**src/design/rle_element_encoder_core_assert.svh**
```systemverilog
// Assertion macros for the run-length element encoder.
// Each macro expects clk and arst_n in scope.
`ifndef RLE_ELEMENT_ENCODER_CORE_ASSERT_SVH
`define RLE_ELEMENT_ENCODER_CORE_ASSERT_SVH

// Same-cycle implication
`define RLE_CHECK(label, ante, cons, msg) \
	label: assert property (@(posedge clk) disable iff (!arst_n) (ante) |-> (cons)) \
		else $error(msg);

// Next-cycle implication
`define RLE_CHECK_NEXT(label, ante, cons, msg) \
	label: assert property (@(posedge clk) disable iff (!arst_n) (ante) |=> (cons)) \
		else $error(msg);

`endif

```
**src/design/rle_pkg.sv**
```systemverilog
package rle_pkg;

	localparam int MAX_ELT_BYTES = 8;
	localparam int LEN_W = 4;
	localparam int ELT_W = 8 * MAX_ELT_BYTES;

	// Count code layout
	localparam logic [16:0] RUN_LIMIT = 17'd129031;
	localparam logic [16:0] CNT_MID_LO = 17'd254;
	localparam logic [16:0] CNT_LONG_LO = 17'd508;
	localparam logic [16:0] CNT_HUGE_LO = 17'd64516;
	localparam logic [7:0] BYTE_ESC_MID = 8'd255;
	localparam logic [7:0] BYTE_ESC_LONG = 8'd254;
	localparam logic [7:0] BYTE_STOP = 8'd255;
	localparam logic [15:0] DIGIT_BASE = 16'd254;

	// floor(x/254) = ((x>>1) * RECIP) >> RECIP_SHIFT, exact for x < 65536
	localparam logic [15:0] RECIP = 16'd33027;
	localparam int RECIP_SHIFT = 22;
	localparam int PROD_W = 31;

	localparam logic [1:0] KIND_SHORT = 2'd0;
	localparam logic [1:0] KIND_MID = 2'd1;
	localparam logic [1:0] KIND_LONG = 2'd2;
	localparam logic [1:0] KIND_HUGE = 2'd3;

	// Command queue between front and back
	localparam int QDEPTH = 4;
	localparam int QPTR_W = $clog2(QDEPTH);
	localparam int QCNT_W = $clog2(QDEPTH + 1);

	// Longest byte burst of one command: four count bytes, element, stop code
	localparam int OUT_MAX = 4 + MAX_ELT_BYTES + 2;
	localparam int OUT_CNT_W = $clog2(OUT_MAX + 1);

	typedef struct packed {
		logic [ELT_W-1:0] element;
		logic [15:0] x;
		logic [1:0] kind;
		logic stop;
	} rle_cmd_t;

	typedef struct packed {
		logic w0;
		logic w1;
	} rle_push_t;

	typedef struct packed {
		logic [QCNT_W-1:0] level;
		logic space;
		logic head_valid;
	} rle_qstat_t;

	function automatic logic [LEN_W-1:0] eff_len(input logic [LEN_W-1:0] v);
		logic [LEN_W-1:0] r;
		r = v;
		if (v == '0)
			r = LEN_W'(1);
		else if (v > LEN_W'(MAX_ELT_BYTES))
			r = LEN_W'(MAX_ELT_BYTES);
		return r;
	endfunction

endpackage

```
**src/design/rle_queue.sv**
```systemverilog
module rle_queue (
	input  logic                 clk,
	input  logic                 arst_n,
	input  rle_pkg::rle_push_t   push,
	input  rle_pkg::rle_cmd_t    wr_data0,
	input  rle_pkg::rle_cmd_t    wr_data1,
	input  logic                 pop,
	output rle_pkg::rle_cmd_t    head,
	output rle_pkg::rle_qstat_t  stat
);

	rle_pkg::rle_cmd_t mem_q [rle_pkg::QDEPTH];
	logic [rle_pkg::QPTR_W-1:0] wp_q;
	logic [rle_pkg::QPTR_W-1:0] rp_q;
	logic [rle_pkg::QCNT_W-1:0] level_q;
	logic do_pop;

	assign do_pop = pop && (level_q != '0);
	assign head = mem_q[rp_q];
	assign stat.level = level_q;
	assign stat.head_valid = (level_q != '0);
	assign stat.space = (level_q <= rle_pkg::QCNT_W'(rle_pkg::QDEPTH - 2));

	always_ff @(posedge clk or negedge arst_n) begin
		if (!arst_n) begin
			wp_q <= '0;
			rp_q <= '0;
			level_q <= '0;
		end else begin
			if (push.w1)
				wp_q <= wp_q + rle_pkg::QPTR_W'(2);
			else if (push.w0)
				wp_q <= wp_q + rle_pkg::QPTR_W'(1);
			if (do_pop)
				rp_q <= rp_q + rle_pkg::QPTR_W'(1);
			level_q <= level_q + rle_pkg::QCNT_W'(push.w0) + rle_pkg::QCNT_W'(push.w1)
				- rle_pkg::QCNT_W'(do_pop);
		end
	end

	always_ff @(posedge clk) begin
		if (push.w0)
			mem_q[wp_q] <= wr_data0;
		if (push.w1)
			mem_q[wp_q + rle_pkg::QPTR_W'(1)] <= wr_data1;
	end

endmodule

```
**src/design/rle_front.sv**
```systemverilog
module rle_front (
	input  logic                          clk,
	input  logic                          arst_n,
	input  logic [rle_pkg::LEN_W-1:0]     len,
	input  logic                          in_valid,
	output logic                          in_stall,
	input  logic [rle_pkg::ELT_W-1:0]     element,
	input  logic                          last,
	input  logic                          space,
	output rle_pkg::rle_push_t            push,
	output rle_pkg::rle_cmd_t             cmd0,
	output rle_pkg::rle_cmd_t             cmd1
);

	logic [rle_pkg::ELT_W-1:0] run_elem_q;
	logic [16:0] run_cnt_q;
	logic run_open_q;

	logic accept;
	logic same;
	logic match;
	logic closes;
	logic [16:0] new_cnt;
	logic [rle_pkg::ELT_W-1:0] new_elem;
	rle_pkg::rle_cmd_t cmd_old;
	rle_pkg::rle_cmd_t cmd_new;

	function automatic rle_pkg::rle_cmd_t make_cmd(input logic [rle_pkg::ELT_W-1:0] e,
		input logic [16:0] n, input logic stop);
		rle_pkg::rle_cmd_t c;
		c.element = e;
		c.stop = stop;
		if (n < rle_pkg::CNT_MID_LO) begin
			c.kind = rle_pkg::KIND_SHORT;
			c.x = n[15:0];
		end else if (n < rle_pkg::CNT_LONG_LO) begin
			c.kind = rle_pkg::KIND_MID;
			c.x = 16'(n - rle_pkg::CNT_MID_LO);
		end else if (n < rle_pkg::CNT_HUGE_LO) begin
			c.kind = rle_pkg::KIND_LONG;
			c.x = n[15:0];
		end else begin
			c.kind = rle_pkg::KIND_HUGE;
			c.x = 16'(n - rle_pkg::CNT_HUGE_LO);
		end
		return c;
	endfunction

	assign accept = in_valid && space;
	assign in_stall = !space;

	// Compare only the bytes inside the current element length
	always_comb begin
		same = 1'b1;
		for (int i = 0; i < rle_pkg::MAX_ELT_BYTES; i++) begin
			if ((rle_pkg::LEN_W'(i) < len) && (element[8*i +: 8] != run_elem_q[8*i +: 8]))
				same = 1'b0;
		end
	end

	assign match = run_open_q && same && (run_cnt_q < rle_pkg::RUN_LIMIT);
	assign closes = run_open_q && !match;
	assign new_cnt = match ? run_cnt_q + 17'd1 : 17'd1;
	assign new_elem = match ? run_elem_q : element;

	assign cmd_old = make_cmd(run_elem_q, run_cnt_q, 1'b0);
	assign cmd_new = make_cmd(new_elem, new_cnt, 1'b1);

	// A closed run goes first; the final run with its stop code follows
	assign cmd0 = closes ? cmd_old : cmd_new;
	assign cmd1 = cmd_new;
	assign push.w0 = accept && (closes || last);
	assign push.w1 = accept && closes && last;

	always_ff @(posedge clk or negedge arst_n) begin
		if (!arst_n) begin
			run_elem_q <= '0;
			run_cnt_q <= '0;
			run_open_q <= 1'b0;
		end else if (accept) begin
			if (last) begin
				run_elem_q <= '0;
				run_cnt_q <= '0;
				run_open_q <= 1'b0;
			end else begin
				run_elem_q <= new_elem;
				run_cnt_q <= new_cnt;
				run_open_q <= 1'b1;
			end
		end
	end

endmodule

```
**src/design/rle_back.sv**
```systemverilog
module rle_back (
	input  logic                       clk,
	input  logic                       arst_n,
	input  logic [rle_pkg::LEN_W-1:0]  len,
	input  rle_pkg::rle_cmd_t          head,
	input  logic                       head_valid,
	output logic                       pop,
	output logic                       out_valid,
	input  logic                       out_stall,
	output logic [7:0]                 out_byte,
	output logic                       out_last
);

	// Prepare stage: command plus reciprocal product
	logic s1_valid_q;
	rle_pkg::rle_cmd_t cmd_s1;
	logic [rle_pkg::PROD_W-1:0] prod_s1;

	// Emitter: byte burst shifted out from position 0
	logic [7:0] buf_q [rle_pkg::OUT_MAX];
	logic [rle_pkg::OUT_CNT_W-1:0] rem_q;
	logic stop_q;

	logic take;
	logic load_ok;
	logic load;
	logic s1_free;
	logic [7:0] quo;
	logic [15:0] rem16;
	logic [7:0] code [4];
	logic [2:0] clen;
	logic [rle_pkg::OUT_CNT_W-1:0] total;
	logic [7:0] nbuf [rle_pkg::OUT_MAX];

	assign out_valid = (rem_q != '0);
	assign out_byte = buf_q[0];
	assign out_last = stop_q && (rem_q == rle_pkg::OUT_CNT_W'(1));

	assign take = out_valid && !out_stall;
	assign load_ok = (rem_q == '0) || ((rem_q == rle_pkg::OUT_CNT_W'(1)) && take);
	assign load = load_ok && s1_valid_q;
	assign s1_free = !s1_valid_q || load;
	assign pop = head_valid && s1_free;

	assign quo = prod_s1[rle_pkg::RECIP_SHIFT +: 8];
	assign rem16 = cmd_s1.x - 16'(16'(quo) * rle_pkg::DIGIT_BASE);

	always_comb begin
		code[0] = rle_pkg::BYTE_ESC_LONG;
		code[1] = rle_pkg::BYTE_ESC_LONG;
		code[2] = quo;
		code[3] = rem16[7:0];
		clen = 3'd4;
		unique case (cmd_s1.kind)
			rle_pkg::KIND_SHORT: begin
				code[0] = cmd_s1.x[7:0];
				clen = 3'd1;
			end
			rle_pkg::KIND_MID: begin
				code[0] = rle_pkg::BYTE_ESC_MID;
				code[1] = cmd_s1.x[7:0];
				clen = 3'd2;
			end
			rle_pkg::KIND_LONG: begin
				code[1] = quo;
				code[2] = rem16[7:0];
				clen = 3'd3;
			end
			rle_pkg::KIND_HUGE: begin
				clen = 3'd4;
			end
			default: begin
				clen = 3'd4;
			end
		endcase
	end

	// Lay out count code, element bytes lowest first, then the stop code
	always_comb begin
		logic [3:0] rel;
		rel = '0;
		for (int p = 0; p < rle_pkg::OUT_MAX; p++) begin
			if (4'(p) < {1'b0, clen}) begin
				nbuf[p] = code[p[1:0]];
			end else begin
				rel = 4'(p) - {1'b0, clen};
				if (rel < len)
					nbuf[p] = cmd_s1.element[8*rel[2:0] +: 8];
				else
					nbuf[p] = rle_pkg::BYTE_STOP;
			end
		end
	end

	assign total = rle_pkg::OUT_CNT_W'(clen) + rle_pkg::OUT_CNT_W'(len)
		+ (cmd_s1.stop ? rle_pkg::OUT_CNT_W'(2) : rle_pkg::OUT_CNT_W'(0));

	always_ff @(posedge clk or negedge arst_n) begin
		if (!arst_n) begin
			s1_valid_q <= 1'b0;
			rem_q <= '0;
			stop_q <= 1'b0;
		end else begin
			if (pop)
				s1_valid_q <= 1'b1;
			else if (load)
				s1_valid_q <= 1'b0;
			if (load) begin
				rem_q <= total;
				stop_q <= cmd_s1.stop;
			end else if (take) begin
				rem_q <= rem_q - rle_pkg::OUT_CNT_W'(1);
			end
		end
	end

	always_ff @(posedge clk) begin
		if (pop) begin
			cmd_s1 <= head;
			prod_s1 <= rle_pkg::PROD_W'(head.x[15:1]) * rle_pkg::PROD_W'(rle_pkg::RECIP);
		end
		if (load) begin
			buf_q <= nbuf;
		end else if (take) begin
			for (int i = 0; i < rle_pkg::OUT_MAX - 1; i++)
				buf_q[i] <= buf_q[i+1];
		end
	end

endmodule

```
**src/design/rle_element_encoder_core.sv**
```systemverilog
// Channel   Direction  Handshake             Payload
// cfg       in         cfg_wr_en             cfg_wr_data (elt_length)
// in        in         in_valid / in_stall   element, last
// out       out        out_valid / out_stall out_byte, out_last
//
// One byte leaves per cycle while out_stall is low; the bytes an item causes are
// none while a run grows, count code plus elt_length bytes when a run closes,
// up to 4 + 8 + 1 + 8 + 2 for a last item that closes a run. The output byte rate limits how fast such items enter.
// Items enter back to back while the four-entry command queue has two free slots.
// The first byte of a burst passes the command queue, the prepare stage and the emitter buffer, each registered.
// Reset sets elt_length to 4 and closes any run; no clearing pass is needed.
`include "rle_element_encoder_core_assert.svh"

module rle_element_encoder_core (
	input  logic                          clk,
	input  logic                          arst_n,
	input  logic                          cfg_wr_en,
	input  logic [rle_pkg::LEN_W-1:0]     cfg_wr_data,
	input  logic                          in_valid,
	output logic                          in_stall,
	input  logic [rle_pkg::ELT_W-1:0]     element,
	input  logic                          last,
	output logic                          out_valid,
	input  logic                          out_stall,
	output logic [7:0]                    out_byte,
	output logic                          out_last
);

	logic [rle_pkg::LEN_W-1:0] elt_len_q;
	logic [rle_pkg::LEN_W-1:0] len;
	rle_pkg::rle_push_t push;
	rle_pkg::rle_cmd_t cmd0;
	rle_pkg::rle_cmd_t cmd1;
	rle_pkg::rle_cmd_t head;
	rle_pkg::rle_qstat_t qstat;
	logic pop;
	logic in_acc;

	always_ff @(posedge clk or negedge arst_n) begin
		if (!arst_n)
			elt_len_q <= rle_pkg::LEN_W'(4);
		else if (cfg_wr_en)
			elt_len_q <= cfg_wr_data;
	end

	assign len = rle_pkg::eff_len(elt_len_q);
	assign in_acc = in_valid && !in_stall;

	rle_front u_front (
		.clk      (clk),
		.arst_n   (arst_n),
		.len      (len),
		.in_valid (in_valid),
		.in_stall (in_stall),
		.element  (element),
		.last     (last),
		.space    (qstat.space),
		.push     (push),
		.cmd0     (cmd0),
		.cmd1     (cmd1)
	);

	rle_queue u_queue (
		.clk      (clk),
		.arst_n   (arst_n),
		.push     (push),
		.wr_data0 (cmd0),
		.wr_data1 (cmd1),
		.pop      (pop),
		.head     (head),
		.stat     (qstat)
	);

	rle_back u_back (
		.clk        (clk),
		.arst_n     (arst_n),
		.len        (len),
		.head       (head),
		.head_valid (qstat.head_valid),
		.pop        (pop),
		.out_valid  (out_valid),
		.out_stall  (out_stall),
		.out_byte   (out_byte),
		.out_last   (out_last)
	);

	`RLE_CHECK(a_queue_bound, 1'b1, qstat.level <= rle_pkg::QCNT_W'(rle_pkg::QDEPTH), "command queue overflow")
	`RLE_CHECK(a_last_pushes, in_acc && last, push.w0, "last item pushed no command")
	`RLE_CHECK(a_pair_push, push.w1, in_acc && last && push.w0, "second push without a closing last item")
	`RLE_CHECK_NEXT(a_last_queued, in_acc && last, qstat.head_valid, "queue empty after last item")

endmodule
```
**config.mk**
```make
export PLATFORM = sky130hd
export DESIGN_NAME = rle_element_encoder_core
export DESIGN_NICKNAME = d
export VERILOG_FILES = /design/src/design/rle_pkg.sv /design/src/design/rle_queue.sv /design/src/design/rle_front.sv /design/src/design/rle_back.sv /design/src/design/rle_element_encoder_core.sv
export VERILOG_INCLUDE_DIRS = /design/src /design/src/design
export SDC_FILE = /design/constraint.sdc
export NUM_CORES = 1
export LEC_CHECK = 0
export BUFFER_PORTS_ARGS = -buffer_cell sky130_fd_sc_hd__buf_4
export CORE_ASPECT_RATIO = 1.1
export CORE_UTILIZATION = 35
export CTS_CLUSTER_SIZE = 8
export DETAILED_ROUTE_END_ITERATION = 7
export GPL_TIMING_DRIVEN = 1
export HOLD_SLACK_MARGIN = 0.03
export PLACE_DENSITY_LB_ADDON = 0.08
export SLEW_MARGIN = 20
export SYNTH_ARGS = -nofsm -noshare
export SYNTH_HDL_FRONTEND = slang
export SYNTH_SLANG_ARGS = --single-unit
```
**constraint.sdc**
```tcl
create_clock -name clk -period 9.6 [get_ports clk]
set_clock_uncertainty 0.2 [all_clocks]
set_input_delay 0 -clock clk [delete_from_list [all_inputs] [get_ports clk]]
set_output_delay 0 -clock clk [all_outputs]
set_load 0.005 [all_outputs]
```
* Yosys cells after proc, flatten, opt, wreduce, memory -nomap -nowiden
Memory sizes are Yosys's and may differ from the RTL's.
Cells that the tools add are included.
W data, S select, Z words.
** Operators by class
- Add/subtract/negate cells :: 29
- $mul :: 2
- Magnitude comparators :: 44
- Eq/ne operators :: 12
- Shift operators :: 14
- Muxes and demuxes :: 66
- Reductions and logical operators :: 36
** Operators with widths (number)
- $shiftx A64 B7 Y8 :: 14
- $mux W8 :: 28
- $mux W104 :: 2
- $mux W64 :: 2
- $mux W18 :: 6
- $mux W83 :: 1
- $ne A8 B8 Y1 :: 8
- $lt A4 B4 Y1 :: 14
- $lt A17 B16 Y1 const B :: 2
- $lt A17 B8 Y1 const B :: 2
- $lt A17 B9 Y1 const B :: 2
- $mux W17 :: 2
- $pmux W8 S2 :: 2
- $sub A16 B16 Y16 const B :: 2
- $sub A16 B8 Y16 const B :: 2
- $mul A15 B16 Y30 const B :: 1
- $lt A4 B3 Y1 const A :: 6
- $sub A4 B3 Y4 const A :: 6
- $logic_and A1 B1 Y1 :: 21
- $add A17 B1 Y17 const B :: 1
- $lt A17 B17 Y1 const B :: 1
- $lt A3 B4 Y1 const A :: 4
- $mux W4 :: 4
- $sub A3 B3 Y4 const A :: 4
- other kinds (31) :: 66
** Word-level totals
- Register bits :: 316
- RAM bits :: 332
- Input bits :: 74
- Word-level logic and storage cells :: 233
- Memories :: 1
** Memories
- u_queue.mem_q :: depth 4, width 83, read ports 1, clocked after Yosys merged registers in 0, wr ports 2, RTL line rle_queue.sv:12 : rle_pkg::rle_cmd_t mem_q [rle_pkg::QDEPTH];

* Logic depth before layout (Yosys ltp)
- Depth in word-level cells :: 22
- Gate-level depth with buffers :: 22

* Cells and area by module
A second synthesis with hierarchy kept.
** Unflattened totals
- Cells, all modules :: 2779
- Area total of the unflattened synthesis :: 37129.4 sq um
** Modules (own cells, without submodules)
- rle_queue :: instances 1, cells an instance 849, area each 16520.8 sq um
- rle_back :: instances 1, cells an instance 1147, area each 13126.3 sq um
- rle_front :: instances 1, cells an instance 770, area each 7305.8 sq um
- rle_element_encoder_core :: instances 1, cells an instance 13, area each 176.4 sq um

* Worst setup path before layout
No wires, ideal clock.
- Kind :: reg-to-reg
- Start :: register elt_len_q[3] in the netlist's numbering
- End :: memory u_queue.mem_q[0][10] in the netlist's numbering, enable pin
- Arrival :: 6.146 ns
- Required time :: 8.851 ns
- Path slack :: 2.705 ns
- Stages on the path, launching flop included :: 14
- Buffers on the path :: 3
- Clock period less this slack :: 6.895 ns
- Cells stage by stage :: dfrtp_1 -> buf_2 -> inv_2 -> nand2_1 -> inv_1 -> nand2_1 -> o21ai_0 -> a41oi_1 -> or4_4 -> buf_6 -> and2_1 -> clkbuf_1 -> nand2_1 -> a21oi_1
** RTL lines
- start: declaration :: RTL line rle_element_encoder_core.sv:29 : logic [rle_pkg::LEN_W-1:0] elt_len_q;
- start signal: assignment :: RTL line rle_element_encoder_core.sv:41 : elt_len_q <= rle_pkg::LEN_W'(4);
- start signal: assignment :: RTL line rle_element_encoder_core.sv:43 : elt_len_q <= cfg_wr_data;
- end: declaration :: RTL line rle_queue.sv:12

* Worst setup path in the final report
- Start :: register u_queue.rp_q[0] in the netlist's numbering
- End :: register u_back.prod_s1[28] in the netlist's numbering (data pin)
** On the way
- Word-level cells in the longest chain between the ends :: 2
** RTL lines
- start: declaration :: RTL line rle_queue.sv:14 : logic [rle_pkg::QPTR_W-1:0] rp_q;
- start signal: assignment :: RTL line rle_queue.sv:35 : rp_q <= rp_q + rle_pkg::QPTR_W'(1);
- $mem_v2 Z4 W83
- $mul A15 B16 Y30 :: RTL line rle_back.sv:120 : prod_s1 <= rle_pkg::PROD_W'(head.x[15:1]) * rle_pkg::PROD_W'(rle_pkg::RECIP);
- end signal: assignment :: RTL line rle_back.sv:120
- end: declaration :: RTL line rle_back.sv:17 : logic [rle_pkg::PROD_W-1:0] prod_s1;
Every way passes these cells.
A chain may end at the register's enable or synchronous reset.

==> tab_implementation.tex <==
\begin{tabular}{lr}
\hline
Metric & Value \\
\hline
\multicolumn{2}{l}{\textbf{Detailed routing}} \\
Sum of met3 wire segment lengths after detailed routing & 5880 µm \\
Routed met1 length & 50800 µm \\
DRC violations left & 4 \\
Final wirelength & 114000 µm \\
Via-to-Cell Ratio & 5.72 \\
Highest metal layer used by the detailed router & met5 \\
Number of nets still failing antenna checks after routing & 0 \\
Via count & 24.5k \\
Routed WL per cell & 26.6 µm \\
First-iteration detailed-routing DRC count & 1918 \\
Drt pass-1 iters & 8 \\
Met2 WL & 54500 µm \\
\multicolumn{2}{l}{\textbf{Power}} \\
Power density normalized to cell area & 320 nW/µm² \\
Peak supply drop & 0.282 mV \\
Clk network pwr share & 0.231 \\
Static Leak & 15.7 nW \\
Net switching fraction of the power & 0.393 \\
Share of total power in combinational logic & 0.439 \\
Reported net switching power & 5.14 mW \\
Power consumption & 13.1 mW \\
Part of the power in registers & 0.330 \\
Internal power consumption & 7.95 mW \\
\multicolumn{2}{l}{\textbf{Critical path}} \\
Worst path required time & 9770 ps \\
CP cell instances & mux4\_2 -> inv\_1 -> ha\_1 -> inv\_1 -> ha\_1 -> inv\_1 -> fa\_1 -> fa\_1 -> inv\_1 -> ha\_1 -> ha\_1 -> ha\_1 -> nand4\_1 -> nor4\_1 -> o2111ai\_1 -> a41oi\_1 -> and4\_1 -> o31a\_1 -> xnor2\_1 \\
Endpoint class of the critical path & flip-flop \\
Number of cells on the worst reg-to-reg path & 19 \\
Highest-delay cell along the critical path & sky130\_fd\_sc\_hd\_\_dfrtp\_4 \\
Most repeated library cell on the critical path & sky130\_fd\_sc\_hd\_\_ha\_1 \\
Maximum fanout encountered on the critical timing path & 26 \\
R2r endpoint & u\_back.prod\_s1[28] \\
Setup slack, reg-to-reg & 3560 ps \\
Beginning of the critical path & u\_queue.rp\_q[0] \\
R2R Path Start & u\_queue.rp\_q[0] \\
Arrival time reported for the critical path endpoint & 6210 ps \\
CP max stage delay & 780 ps \\
Kind of launch point of the worst setup path & flip-flop \\
Critical setup path kind & reg2reg \\
\multicolumn{2}{l}{\textbf{Timing}} \\
Final setup violation count & 0 \\
Post-route clock period utilization & 0.629 \\
Headroom to the max-slew limit & 0.239 \\
Achievable clock frequency & 166 MHz \\
Pins over their slew limit & 0 \\
Endpoints failing hold & 0 \\
Setup\_tns & 0 ps \\
Worst-margin pin slew & 1140 ps \\
Unrepaired setup endpoints after global routing & false \\
Minimum clock period after layout & 6040 ps \\
\multicolumn{2}{l}{\textbf{Synthesis}} \\
Post-synth EDFFs & 523 \\
Register bit total from synthesis & 626 \\
Post-synthesis cell type count & 91 \\
Dominant synthesized flop cell & sky130\_fd\_sc\_hd\_\_edfxtp\_1 \\
Net Count, Synth & 2993 \\
Async set or reset register ratio after synthesis & 0.158 \\
Synthesized area per cell & 12.6 µm² \\
Synthesized netlist cell count & 2735 \\
Sequential element share of the synthesized area & 0.528 \\
Post-Synthesis Cell Area & 34600 µm² \\
Yosys warnings & 0 \\
\multicolumn{2}{l}{\textbf{Floorplan}} \\
Die outline width & 302 µm \\
Effective utilization at floorplan & 0.354 \\
Die outline height & 332 µm \\
Core region area & 97600 µm² \\
Number of primary I/O pins & 85 \\
Die ar. & 100000 µm² \\
Cell row count & 120 \\
\multicolumn{2}{l}{\textbf{Hold path}} \\
Cell depth of the worst hold path & 3 \\
Min-Delay Startpoint & element[58] \\
Worst hold path endpoint & u\_queue.mem\_q[0][77] \\
Path type of the worst min-delay path & in2reg \\
\multicolumn{2}{l}{\textbf{Final layout}} \\
Ratio of cells with drive above 1 in the final layout & 0.125 \\
Area growth from synthesis to layout & 18.4\% \\
Multi-input combinational cell area & 15300 µm² \\
Filler instances & 9133 \\
Most common cell after layout, fill and taps aside & sky130\_fd\_sc\_hd\_\_edfxtp\_1 \\
Commonest cells after routing, fill and taps aside & sky130\_fd\_sc\_hd\_\_edfxtp\_1 (523), sky130\_fd\_sc\_hd\_\_a22o\_1 (314), sky130\_fd\_sc\_hd\_\_nand2\_1 (199) \\
Number of nets in the layout & 3196 \\
Footprint of the flip-flops and latches & 18300 µm² \\
\multicolumn{2}{l}{\textbf{Clock tree}} \\
Clock-pin transition on the worst setup and hold timing paths & 50 ps \\
Clock buffer count from CTS & 89 \\
Total number of H-tree levels & 3 \\
Source-to-sink clock delay at the later pin of the worst-skew pair & 660 ps \\
CTS tree & built \\
Clock root buffer master & sky130\_fd\_sc\_hd\_\_clkbuf\_16 \\
Clock sink count & 626 \\
Post-CTS repair timing setup buffer count & 0 \\
Clock tree buffer depth & 3 \\
\multicolumn{2}{l}{\textbf{Global routing}} \\
First-pass GRT wire length & 169000 µm \\
Vias in the first global route & 25.2k \\
Number of antenna violations at the first check in global routing & 7 \\
Overall track demand over capacity in global routing & 0.227 \\
Remaining global-route overflow & 0 \\
Pin count of the biggest net entering global routing & 76 \\
\multicolumn{2}{l}{\textbf{Run}} \\
Count of max-cap constraint violations & 0 \\
\multicolumn{2}{l}{\textbf{Placement}} \\
Gpl congestion & 0.887 \\
Half-perimeter wire length after detailed placement & 72100 µm \\
Number of port buffers & 84 \\
\multicolumn{2}{l}{\textbf{Status}} \\
Violated checks & DRC \\
Outcome & finished with violations \\
\hline
\end{tabular}
-- area by class of cell --
| cell class | instances | share of cell area |
|---|---|---|
| Clock buffer | 150 | 0.0607 |
| Clock inverter | 8 | 0.00412 |
| Inverter | 106 | 0.00975 |
| Multi-Input combinational cell | 1810 | 0.373 |
| Sequential cell | 626 | 0.446 |
| Timing Repair Buffer | 305 | 0.0670 |
| Tap cell | 1281 | 0.0391 |
| Antenna cell | 2 | 0.000122 |
-- layer usage --
metal / vias to the layer above / global-route usage
met5: - / 0
li1: 10999 / -
met4: 4 / 0.0629
met2: 761 / 0.373
met3: 159 / 0.0296
met1: 12617 / 0.311
-- worst max-delay path by stage --
stage	endpoint	slack, ps
6_report	u_back.prod_s1[28]	3560
5_1_grt	u_back.prod_s1[28]	3150
4_1_cts	u_back.prod_s1[28]	3480
3_5_place_dp	u_back.prod_s1[28]	3540
3_3_place_gp	u_back.prod_s1[28]	3580
2_1_floorplan	u_queue.mem_q[0][10]	2710
-- flip-flops by register name, indices dropped and copies added (netlist names) --
name,count
u_queue.wp_q,2
u_back.prod_s1,9
u_front.run_open_q,1
u_front.run_cnt_q,17
u_queue.level_q,3
u_queue.mem_q,332
u_back.out_byte,8
u_front.run_elem_q,64
u_back.buf_q,104
u_back.stop_q,1
u_queue.rp_q,2
u_back.cmd_s1,74
elt_len_q,4
u_back.s1_valid_q,1
u_back.rem_q,4
-- cell families after synthesis --
kind of cell / Yosys count / synth area share
mux: 254 / 0.104
flops: 626 / 0.528
xor+xnor: 119 / 0.0313
buf+inv: 299 / 0.0354
simple gates: 555 / 0.0759
compound gates: 695 / 0.154
other cells: 2 / 0.000217
fa+ha+maj: 185 / 0.0716
-- timing repair --
action / in CTS / in global routing
hold buffers: 177 / 0
hold endpoints to repair: 457 / 0
resized for setup: 0 / 0
-- power groups by stage --
stage / combinational, mW / clock, mW / sequential, mW
after global placement: 5.68 / 0 / 4.35
after detailed placement: 5.67 / 0 / 4.38
final: 5.74 / 3.02 / 4.33
after CTS: 5.82 / 3.09 / 4.33
after floorplan: 3.90 / 0 / 4.20
after global routing: 6.36 / 3.19 / 4.40
-- synth_stat cells, drive strengths merged, types with 9 or more instances --
| cell type | number | area (µm²) |
|---|---|---|
| nand4 | 38 | 259 |
| inv | 105 | 394 |
| nand2 | 201 | 754 |
| nand3 | 21 | 105 |
| a22o | 314 | 2750 |
| o22a | 24 | 210 |
| edfxtp | 523 | 15700 |
| clkbuf | 114 | 428 |
| mux4 | 83 | 1870 |
| mux2i | 163 | 1630 |
| a31oi | 27 | 184 |
| o22ai | 9 | 56.3 |
| dfrtp | 98 | 2450 |
| fa | 22 | 440 |
| and2 | 19 | 119 |
| a21o | 24 | 180 |
| and3 | 17 | 111 |
| xor2 | 33 | 289 |
| nor4 | 26 | 175 |
| o21ai | 96 | 480 |
| o211a | 10 | 100 |
| or3 | 14 | 87.6 |
| o31ai | 15 | 126 |
| xnor2 | 85 | 771 |
| nor2 | 145 | 544 |
| a21oi | 90 | 450 |
| nor3 | 34 | 170 |
| ha | 162 | 2030 |
| buf | 79 | 398 |
| a211oi | 15 | 118 |
-- stage by stage --
step           instances  instance area [µm²]   util  worst slack (ps)  hold slack (ps)
4_1_cts             4286                40900  0.420              3480             30.3
5_1_grt             4288                41000  0.420              3150             69.2
2_1_floorplan       2735                34600      -              2710             -496
6_report            4288                41000  0.420              3560             57.9
3_3_place_gp        3951                36500  0.374              3580             -177
3_5_place_dp        3951                36500  0.374              3540             -171
-- worst max-delay path: cells and delay by family, from the launching register on --
family          cells  cell delay, ps
compound gates      3             820
flops               1             780
fa+ha+maj           7            2210
simple gates        3             750
xor+xnor            1              70
mux                 1             640
buf+inv             4             270
No activity file was read; power rests on OpenSTA's default activity.
